[config.mk]
export PLATFORM = sky130hd
export DESIGN_NAME = udp_receive_check_and_demux
export DESIGN_NICKNAME = d
export VERILOG_FILES = /design/src/sv/udprx_pkg.sv /design/src/sv/udprx_sock_table.sv /design/src/sv/udprx_dgram_check.sv /design/src/sv/udp_receive_check_and_demux.sv
export SDC_FILE = /design/constraint.sdc
export NUM_CORES = 2
export LEC_CHECK = 0
export BUFFER_PORTS_ARGS = -buffer_cell sky130_fd_sc_hd__buf_2
export CAP_MARGIN = 20
export CELL_PAD_IN_SITES_DETAIL_PLACEMENT = 1
export CELL_PAD_IN_SITES_GLOBAL_PLACEMENT = 2
export CORE_ASPECT_RATIO = 1.2
export CORE_MARGIN = 8
export CORE_UTILIZATION = 44
export DETAILED_ROUTE_END_ITERATION = 6
export GPL_TIMING_DRIVEN = 0
export PLACE_DENSITY_LB_ADDON = 0.1
export SLEW_MARGIN = 20
export SYNTH_ARGS = -nofsm -noshare
export SYNTH_HDL_FRONTEND = slang
export SYNTH_HIERARCHICAL = 1
export SYNTH_SLANG_ARGS = --single-unit
[constraint.sdc]
create_clock -name i_clk -period 27.7 [get_ports i_clk]
set_input_delay 1.385 -clock i_clk [delete_from_list [all_inputs] [get_ports i_clk]]
set_output_delay 1.385 -clock i_clk [all_outputs]
set_load 0.1 [all_outputs]
[src/sv/udprx_pkg.sv]
// Shared types, codes and arithmetic helpers of the UDP receive checker.
package udprx_pkg;

    localparam int INDEX_LIMIT = 16;
    localparam int IDX_W = 4;

    localparam logic [15:0] UDP_PROTOCOL = 16'd17;
    localparam logic [15:0] HEADER_BYTES = 16'd8;
    localparam logic [15:0] COUNT_MAX = 16'hFFFF;
    localparam logic [15:0] SUM_ALL_ONES = 16'hFFFF;

    typedef logic [IDX_W-1:0] t_index;

    typedef enum logic [1:0] {
        OP_RECEIVE = 2'd0,
        OP_OPEN    = 2'd1,
        OP_BIND    = 2'd2,
        OP_CLOSE   = 2'd3
    } t_opcode;

    typedef enum logic [2:0] {
        ST_OK           = 3'd0,
        ST_TABLE_FULL   = 3'd1,
        ST_BAD_SOCKET   = 3'd2,
        ST_IN_USE       = 3'd3,
        ST_SHORT        = 3'd4,
        ST_LEN_MISMATCH = 3'd5,
        ST_CSUM_BAD     = 3'd6,
        ST_UNBOUND      = 3'd7
    } t_status;

    typedef struct packed {
        logic        valid;
        t_opcode     opcode;
        logic [7:0]  data_byte;
        logic        end_of_datagram;
        logic [31:0] src_addr;
        logic [31:0] dst_addr;
        t_index      socket_id;
        logic [31:0] bind_addr;
        logic [15:0] bind_port;
    } t_req;

    typedef struct packed {
        t_status status;
        t_index  index;
    } t_tbl_resp;

    typedef struct packed {
        logic   hit;
        t_index index;
    } t_lookup;

    typedef struct packed {
        logic [31:0] addr;
        logic [15:0] port;
    } t_key;

    typedef struct packed {
        logic        done;
        logic        pass;
        t_status     status;
        logic [31:0] peer_addr;
        logic [15:0] peer_port;
        logic [15:0] payload_length;
    } t_verdict;

    function automatic logic [15:0] oc_add(input logic [15:0] a, input logic [15:0] b);
        logic [16:0] s;
        s = {1'b0, a} + {1'b0, b};
        return s[15:0] + {15'b0, s[16]};
    endfunction

endpackage

[src/sv/udprx_sock_table.sv]
// Socket table with open flags, bound endpoints, command handling and port lookup.
module udprx_sock_table #(
    parameter int SOCKET_COUNT = 16
) (
    input  logic                 i_clk,
    input  logic                 i_rst_n,
    input  udprx_pkg::t_req      i_req,
    input  udprx_pkg::t_key      i_rx_key,
    output udprx_pkg::t_tbl_resp o_resp,
    output udprx_pkg::t_lookup   o_rx_hit
);

    localparam int ACTIVE_COUNT = (SOCKET_COUNT < udprx_pkg::INDEX_LIMIT) ?
                                  SOCKET_COUNT : udprx_pkg::INDEX_LIMIT;

    logic [ACTIVE_COUNT-1:0] r_open;
    logic [31:0]             r_addr [ACTIVE_COUNT];
    logic [15:0]             r_port [ACTIVE_COUNT];
    logic [ACTIVE_COUNT-1:0] n_open;
    logic [31:0]             n_addr [ACTIVE_COUNT];
    logic [15:0]             n_port [ACTIVE_COUNT];

    logic [ACTIVE_COUNT-1:0] id_hot;
    logic [ACTIVE_COUNT-1:0] bind_match;
    logic [ACTIVE_COUNT-1:0] rx_match;
    logic                    id_open;
    logic                    free_any;
    udprx_pkg::t_index       free_idx;
    udprx_pkg::t_index       rx_idx;

    always_comb begin
        for (int i = 0; i < ACTIVE_COUNT; i++) begin
            id_hot[i] = (i_req.socket_id == udprx_pkg::t_index'(i));
            bind_match[i] = r_open[i] &&
                            (r_addr[i] == 32'd0 || r_addr[i] == i_req.bind_addr) &&
                            (r_port[i] == i_req.bind_port);
            rx_match[i] = r_open[i] &&
                          (r_addr[i] == 32'd0 || r_addr[i] == i_rx_key.addr) &&
                          (r_port[i] == i_rx_key.port);
        end
        id_open = |(id_hot & r_open);
        free_any = ~(&r_open);
        free_idx = '0;
        rx_idx = '0;
        for (int i = ACTIVE_COUNT - 1; i >= 0; i--) begin
            if (!r_open[i]) begin
                free_idx = udprx_pkg::t_index'(i);
            end
            if (rx_match[i]) begin
                rx_idx = udprx_pkg::t_index'(i);
            end
        end
        o_rx_hit.hit = |rx_match;
        o_rx_hit.index = rx_idx;
    end

    always_comb begin
        n_open = r_open;
        n_addr = r_addr;
        n_port = r_port;
        o_resp.status = udprx_pkg::ST_OK;
        o_resp.index = '0;
        unique case (i_req.opcode)
            udprx_pkg::OP_OPEN: begin
                if (free_any) begin
                    o_resp.index = free_idx;
                    for (int i = 0; i < ACTIVE_COUNT; i++) begin
                        if (free_idx == udprx_pkg::t_index'(i)) begin
                            n_open[i] = 1'b1;
                        end
                    end
                end else begin
                    o_resp.status = udprx_pkg::ST_TABLE_FULL;
                end
            end
            udprx_pkg::OP_BIND: begin
                if (!id_open) begin
                    o_resp.status = udprx_pkg::ST_BAD_SOCKET;
                end else if (|bind_match) begin
                    o_resp.status = udprx_pkg::ST_IN_USE;
                end else begin
                    o_resp.index = i_req.socket_id;
                    for (int i = 0; i < ACTIVE_COUNT; i++) begin
                        if (id_hot[i]) begin
                            n_addr[i] = i_req.bind_addr;
                            n_port[i] = i_req.bind_port;
                        end
                    end
                end
            end
            udprx_pkg::OP_CLOSE: begin
                if (!id_open) begin
                    o_resp.status = udprx_pkg::ST_BAD_SOCKET;
                end else begin
                    o_resp.index = i_req.socket_id;
                    for (int i = 0; i < ACTIVE_COUNT; i++) begin
                        if (id_hot[i]) begin
                            n_open[i] = 1'b0;
                            n_addr[i] = 32'd0;
                            n_port[i] = 16'd0;
                        end
                    end
                end
            end
            default: begin
            end
        endcase
    end

    always_ff @(posedge i_clk) begin
        if (!i_rst_n) begin
            r_open <= '0;
            for (int i = 0; i < ACTIVE_COUNT; i++) begin
                r_addr[i] <= 32'd0;
                r_port[i] <= 16'd0;
            end
        end else if (i_req.valid) begin
            r_open <= n_open;
            r_addr <= n_addr;
            r_port <= n_port;
        end
    end

    a_bind_ok_entry_open: assert property (@(posedge i_clk) disable iff (!i_rst_n)
        (i_req.valid && i_req.opcode == udprx_pkg::OP_BIND &&
         o_resp.status == udprx_pkg::ST_OK) |=> (|(r_open & $past(id_hot))))
        else $error("Bound entry is not open.");

    a_close_frees: assert property (@(posedge i_clk) disable iff (!i_rst_n)
        (i_req.valid && i_req.opcode == udprx_pkg::OP_CLOSE &&
         o_resp.status == udprx_pkg::ST_OK) |=> ((r_open & $past(id_hot)) == '0))
        else $error("Closed entry is still open.");

endmodule

[src/sv/udprx_dgram_check.sv]
// Datagram byte accumulator with header capture, checksum and length checks.
module udprx_dgram_check (
    input  logic                i_clk,
    input  logic                i_rst_n,
    input  udprx_pkg::t_req     i_req,
    output udprx_pkg::t_key     o_rx_key,
    output udprx_pkg::t_verdict o_verdict
);

    logic [15:0] r_sum, n_sum;
    logic [15:0] r_count, n_count;
    logic [7:0]  r_pend, n_pend;
    logic [15:0] r_src_port, n_src_port;
    logic [15:0] r_dst_port, n_dst_port;
    logic [15:0] r_len, n_len;
    logic [31:0] r_src_addr, n_src_addr;
    logic [31:0] r_dst_addr, n_dst_addr;
    logic [15:0] r_addr_sum, n_addr_sum;

    logic        rx;
    logic [15:0] cnt;
    logic [15:0] sum_step;
    logic [15:0] pad;
    logic [17:0] addr_raw;
    logic [16:0] addr_f1;
    logic [18:0] total;
    logic [16:0] total_f1;
    logic [15:0] total_f2;

    always_comb begin
        rx = i_req.valid && (i_req.opcode == udprx_pkg::OP_RECEIVE);
        cnt = (r_count == udprx_pkg::COUNT_MAX) ? r_count : r_count + 16'd1;
        sum_step = r_count[0] ? udprx_pkg::oc_add(r_sum, {r_pend, i_req.data_byte}) : r_sum;
        pad = cnt[0] ? {i_req.data_byte, 8'h00} : 16'h0000;

        addr_raw = {2'b0, i_req.src_addr[31:16]} + {2'b0, i_req.src_addr[15:0]} +
                   {2'b0, i_req.dst_addr[31:16]} + {2'b0, i_req.dst_addr[15:0]};
        addr_f1 = {1'b0, addr_raw[15:0]} + {15'b0, addr_raw[17:16]};

        total = {3'b0, sum_step} + {3'b0, pad} + {3'b0, r_addr_sum} +
                {3'b0, udprx_pkg::UDP_PROTOCOL} + {3'b0, cnt};
        total_f1 = {1'b0, total[15:0]} + {14'b0, total[18:16]};
        total_f2 = total_f1[15:0] + {15'b0, total_f1[16]};

        n_sum = sum_step;
        n_count = cnt;
        n_pend = r_count[0] ? r_pend : i_req.data_byte;
        n_src_port = r_src_port;
        n_dst_port = r_dst_port;
        n_len = r_len;
        n_src_addr = r_src_addr;
        n_dst_addr = r_dst_addr;
        n_addr_sum = r_addr_sum;
        if (r_count == 16'd0) begin
            n_src_addr = i_req.src_addr;
            n_dst_addr = i_req.dst_addr;
            n_addr_sum = addr_f1[15:0] + {15'b0, addr_f1[16]};
        end
        unique case (r_count)
            16'd0: n_src_port = {i_req.data_byte, 8'h00};
            16'd1: n_src_port = {r_src_port[15:8], i_req.data_byte};
            16'd2: n_dst_port = {i_req.data_byte, 8'h00};
            16'd3: n_dst_port = {r_dst_port[15:8], i_req.data_byte};
            16'd4: n_len = {i_req.data_byte, 8'h00};
            16'd5: n_len = {r_len[15:8], i_req.data_byte};
            default: begin
            end
        endcase

        o_verdict.done = rx && i_req.end_of_datagram;
        o_verdict.pass = 1'b0;
        o_verdict.peer_addr = r_src_addr;
        o_verdict.peer_port = r_src_port;
        o_verdict.payload_length = cnt - udprx_pkg::HEADER_BYTES;
        priority if (cnt < udprx_pkg::HEADER_BYTES) begin
            o_verdict.status = udprx_pkg::ST_SHORT;
        end else if (cnt == udprx_pkg::COUNT_MAX || cnt != r_len) begin
            o_verdict.status = udprx_pkg::ST_LEN_MISMATCH;
        end else if (total_f2 != udprx_pkg::SUM_ALL_ONES) begin
            o_verdict.status = udprx_pkg::ST_CSUM_BAD;
        end else begin
            o_verdict.status = udprx_pkg::ST_OK;
            o_verdict.pass = 1'b1;
        end

        o_rx_key.addr = r_dst_addr;
        o_rx_key.port = r_dst_port;
    end

    always_ff @(posedge i_clk) begin
        if (!i_rst_n || o_verdict.done) begin
            r_sum <= '0;
            r_count <= '0;
            r_pend <= '0;
            r_src_port <= '0;
            r_dst_port <= '0;
            r_len <= '0;
            r_src_addr <= '0;
            r_dst_addr <= '0;
            r_addr_sum <= '0;
        end else if (rx) begin
            r_sum <= n_sum;
            r_count <= n_count;
            r_pend <= n_pend;
            r_src_port <= n_src_port;
            r_dst_port <= n_dst_port;
            r_len <= n_len;
            r_src_addr <= n_src_addr;
            r_dst_addr <= n_dst_addr;
            r_addr_sum <= n_addr_sum;
        end
    end

    a_final_clears_count: assert property (@(posedge i_clk) disable iff (!i_rst_n)
        o_verdict.done |=> (r_count == 16'd0 && r_sum == 16'd0))
        else $error("Receive state not cleared after the final byte.");

    a_count_never_wraps: assert property (@(posedge i_clk) disable iff (!i_rst_n)
        ($past(r_count) == udprx_pkg::COUNT_MAX && r_count != 16'd0) |->
        r_count == udprx_pkg::COUNT_MAX)
        else $error("Byte count wrapped instead of saturating.");

endmodule

[src/sv/udp_receive_check_and_demux.sv]
// Top level of the UDP receive checker and socket demultiplexer.
//
// Requests enter on start with the opcode and its operand ports; one is taken
// at every clock edge where start is high and busy is low. busy is set by reset,
// cleared at the first edge after it ends, so a request may follow every cycle.
// Opcodes: receive one datagram byte, open, bind or close a socket entry.
// Open, bind and close each give one result; a receive byte gives a result
// only when it carries the end-of-datagram mark, after the length, checksum
// and port checks.
// The request is registered at the accepting edge, the single pass through the
// table and the checker runs on the registered request, and the result is
// registered onto the output ports with o_strobe high for exactly one cycle.
// Throughput is one request per cycle while busy is low, set by the table
// update and the running checksum add.
// The receiver cannot stall; each result is taken at the edge ending its
// strobe cycle. Synchronous reset frees all socket entries, clears their
// bound endpoints and the partial datagram state, and drops any request in
// flight.
module udp_receive_check_and_demux #(
    parameter int SOCKET_COUNT = 16
) (
    input  logic        i_clk,
    input  logic        i_rst_n,
    input  logic        start,
    output logic        busy,
    input  logic [1:0]  i_opcode,
    input  logic [7:0]  i_data_byte,
    input  logic        i_end_of_datagram,
    input  logic [31:0] i_src_addr,
    input  logic [31:0] i_dst_addr,
    input  logic [3:0]  i_socket_id,
    input  logic [31:0] i_bind_addr,
    input  logic [15:0] i_bind_port,
    output logic        o_strobe,
    output logic [2:0]  o_status,
    output logic [3:0]  o_socket_index,
    output logic [31:0] o_peer_addr,
    output logic [15:0] o_peer_port,
    output logic [15:0] o_payload_length
);

    logic                 r_busy;
    udprx_pkg::t_req      r_req, n_req;
    udprx_pkg::t_tbl_resp tbl_resp;
    udprx_pkg::t_lookup   rx_hit;
    udprx_pkg::t_key      rx_key;
    udprx_pkg::t_verdict  verdict;

    logic               r_strobe, n_strobe;
    udprx_pkg::t_status r_status, n_status;
    udprx_pkg::t_index  r_index, n_index;
    logic [31:0]        r_peer_addr, n_peer_addr;
    logic [15:0]        r_peer_port, n_peer_port;
    logic [15:0]        r_payload_length, n_payload_length;

    always_comb begin
        n_req.valid = start && !r_busy;
        n_req.opcode = udprx_pkg::t_opcode'(i_opcode);
        n_req.data_byte = i_data_byte;
        n_req.end_of_datagram = i_end_of_datagram;
        n_req.src_addr = i_src_addr;
        n_req.dst_addr = i_dst_addr;
        n_req.socket_id = i_socket_id;
        n_req.bind_addr = i_bind_addr;
        n_req.bind_port = i_bind_port;
    end

    always_ff @(posedge i_clk) begin
        if (!i_rst_n) begin
            r_busy <= 1'b1;
            r_req.valid <= 1'b0;
        end else begin
            r_busy <= 1'b0;
            r_req <= n_req;
        end
    end

    udprx_sock_table #(
        .SOCKET_COUNT(SOCKET_COUNT)
    ) u_table (
        .i_clk   (i_clk),
        .i_rst_n (i_rst_n),
        .i_req   (r_req),
        .i_rx_key(rx_key),
        .o_resp  (tbl_resp),
        .o_rx_hit(rx_hit)
    );

    udprx_dgram_check u_check (
        .i_clk    (i_clk),
        .i_rst_n  (i_rst_n),
        .i_req    (r_req),
        .o_rx_key (rx_key),
        .o_verdict(verdict)
    );

    always_comb begin
        n_strobe = r_req.valid;
        n_status = tbl_resp.status;
        n_index = tbl_resp.index;
        n_peer_addr = 32'd0;
        n_peer_port = 16'd0;
        n_payload_length = 16'd0;
        if (r_req.opcode == udprx_pkg::OP_RECEIVE) begin
            n_strobe = verdict.done;
            n_index = '0;
            n_status = verdict.status;
            if (verdict.pass) begin
                if (rx_hit.hit) begin
                    n_index = rx_hit.index;
                    n_peer_addr = verdict.peer_addr;
                    n_peer_port = verdict.peer_port;
                    n_payload_length = verdict.payload_length;
                end else begin
                    n_status = udprx_pkg::ST_UNBOUND;
                end
            end
        end
    end

    always_ff @(posedge i_clk) begin
        if (!i_rst_n) begin
            r_strobe <= 1'b0;
        end else begin
            r_strobe <= n_strobe;
        end
        r_status <= n_status;
        r_index <= n_index;
        r_peer_addr <= n_peer_addr;
        r_peer_port <= n_peer_port;
        r_payload_length <= n_payload_length;
    end

    assign busy = r_busy;
    assign o_strobe = r_strobe;
    assign o_status = r_status;
    assign o_socket_index = r_index;
    assign o_peer_addr = r_peer_addr;
    assign o_peer_port = r_peer_port;
    assign o_payload_length = r_payload_length;

    a_strobe_follows_request: assert property (@(posedge i_clk) disable iff (!i_rst_n)
        r_strobe |-> $past(r_req.valid))
        else $error("Result strobe without a request in the previous cycle.");

    a_reject_fields_zero: assert property (@(posedge i_clk) disable iff (!i_rst_n)
        (r_strobe && r_status != udprx_pkg::ST_OK) |->
        (r_index == '0 && r_peer_addr == 32'd0 && r_peer_port == 16'd0 &&
         r_payload_length == 16'd0))
        else $error("Rejected request carries nonzero result fields.");

endmodule
==> metrics.cfg <==
[power_and_ir_drop]
p_total_mw=4.43
vdd_drop_max_v=0.0000616
power_density_mw_per_mm2=57.4
p_leak_nw=28.0

[global_route]
grt_use_met2_pct=61.0
grt.busiest_layer=met2
groute.usage.overall_pct=40.1
grt_pass1_vias=61600
grt.overflow.total=0
use_met3_pct=9.35
grt_pass1_wl_mm=480
grt_max_degree=101
groute.layer.met1.usage_pct=50.5
grt_antenna_before_repair=16

[sta]
fmax_mhz=77.6
tightest_slew_ns=1.27
fin_worst_skew_ns=0.0336
setup_violations=0
fin_crit_ns=12.88
report.final.slew_viol_count=0
hold_violations=0
period_share_pct=46.5
rsz0062_at_grt=no
tns_ns=0
relSlewSlack_pct=15.0

[cells_and_area]
layout.nets=7986
finalNonFillerCells=9833
final_cell_mix=xnor2_1 (1,264), nand2_1 (1,088), dfxtp_1 (1,026)
drive_above_1_share_pct=11.0
syn_to_final_growth_pct=13.4
layout_commonest_cell=xnor2_1

[synth]
yosysTopAreaCellShare_pct=30.2
ys_types=102
synthTopCellsByArea=dfxtp_1 (30%), xnor2_1 (16%), mux2i_1 (11%)
synth_cells=7348
ys_warn_count=6
netlist_area_mm2=0.0681
synth-seq-cells=1153
yosysSeqAreaShare_pct=35.8
synth_fp_nets=7610
async_flop_share_pct=0
syn_avg_cell_area_um2=9.27
synth_largest_area_cell=dfxtp_1
synth_ff_type=dfxtp_1
synth_edf_count=127

[clock_tree]
insertion_delay_ns=0.82
clk_path_buf_depth=3
cts_setup_buffers=0
hold_buffers=0
cts.sink_count=1153
cts_tree=yes
clock-root-buffer=clkbuf_16
numCtsBuffers=133
ctsResizeCount=0
ctsHtreeMaxLevel=4
cts.reportedPaths.clkPinSlew_ns=0.06

[worst_setup_path]
critical_path_class=reg2reg
cp-end-kind=flip-flop
critical_path.startpoint_type=flip-flop
worstPathRequired_ns=28.40
critPathArrivalTime_ns=13.59
startpoint=r_req[118]
path_max_fanout=10
r2r-start=r_req[118]
crit_top_cell=ha_1
cp_slowest_stage_delay_ns=0.69
slowest_stage=or4_2

[drt]
remaining_drc_errors=0
antenna_left=0
dr.pass1.iters=6
avgViaCountPerCell=6.22
first_iter_violations=6651
routed_wl_mm=349
avgRoutedWirePerCell_um=35.5
vias=61100

[floorplan]
ios=203
rows=158
die_w_um=375
start_util_pct=44.2
coreArea_mm2=0.154
dieArea_mm2=0.168
die_y_um=447

[placed_design]
port_buffers=202
gp_congestion=0.992
post-place-cells=9587
post-dp-hpwl_mm=249

[hold_path]
min_from=busy
hp-class=reg2reg

[job]
max_cap_violations=0

[status]
status=completed

Yosys cell counts (26+ instances only):
library cell	count
nor3_1	65
o21ai_0	132
and3_1	28
a22oi_1	26
and2_1	66
xnor2_1	1267
nor4_1	300
buf_4	53
nand2_1	1088
a21oi_1	180
o22ai_1	26
xor2_1	383
mux2i_1	758
buf_6	62
nand4_1	396
inv_1	91
edfxtp_1	127
ha_1	73
buf_2	47
clkbuf_1	282
nand3_1	129
nor2_1	216
fa_1	59
dfxtp_1	1026
through the flow:
step	area (µm²)	util, %	hold slack, ns	setup WS, ns
finish	77200	50.1	0.411	14.82
global route	77200	50.1	0.425	14.10
CTS	77200	50.1	0.416	14.97
detailed placement	72600	47.1	0.411	15.08
global placement	71600	46.5	0.404	15.06
floorplan	68100	-	0.430	18.03
path summary, 6_finish.rpt:
kind	depth (start not counted)	to	slack, ns
max	48	o_socket_index[0]	14.82
min	1	r_req[127]	0.41
max reg2reg	48	o_socket_index[0]	14.82
min reg2reg	1	r_req[127]	0.41
flip-flops by register name, indices dropped and copies added, names as in the netlist, 32 cells and up:
name                flops
u_check/r_dst_addr     32
u_check/r_src_addr     32
r_req                 128
u_table/r_addr        512
u_table/r_port        256
o_peer_addr            32
power breakdown:
group,switching [mW],internal [mW]
Clock,0.778,1.10
Sequential,0.0183,1.71
Combinational,0.571,0.259
kinds of logic after synthesis:
family / Yosys count / synth area share, %
xor+xnor: 1651 / 21.3
compound gates: 558 / 5.14
buf+inv: 620 / 5.55
flops: 1153 / 35.8
mux: 759 / 11.2
simple gates: 2474 / 18.1
other cells: 1 / 0.00551
fa+ha+maj: 132 / 3.08
critical path: cells and delay by family (launching register included):
| kind | cells | cell delay [ns] |
|---|---|---|
| compound gates | 16 | 4.22 |
| buf+inv | 5 | 1.36 |
| flops | 1 | 0.44 |
| xor+xnor | 2 | 0.43 |
| simple gates | 16 | 3.24 |
| fa+ha+maj | 9 | 3.08 |
routing by layer:
layer | share of wire [%] | routed length, µm | vias up
met3 | 9.1 | 31900 | 1137
met4 | 8.1 | 28400 | 4
li1 | - | - | 26000
met2 | 43 | 149000 | 3228
met1 | 40 | 140000 | 30700
met5 | 0.0049 | 17 | -
cell type report:
class	instances	area [µm²]
sequential	1153	24400
fill	17600	77000
timing repair buffer	241	1910
clock buffer	184	3860
antenna	4	10.0
tap	2000	2500
inverter	91	342
clock inverter	56	688
buffer	529	3550
multi-input combinational	5575	40000
No activity file was read; power rests on OpenSTA's default activity.
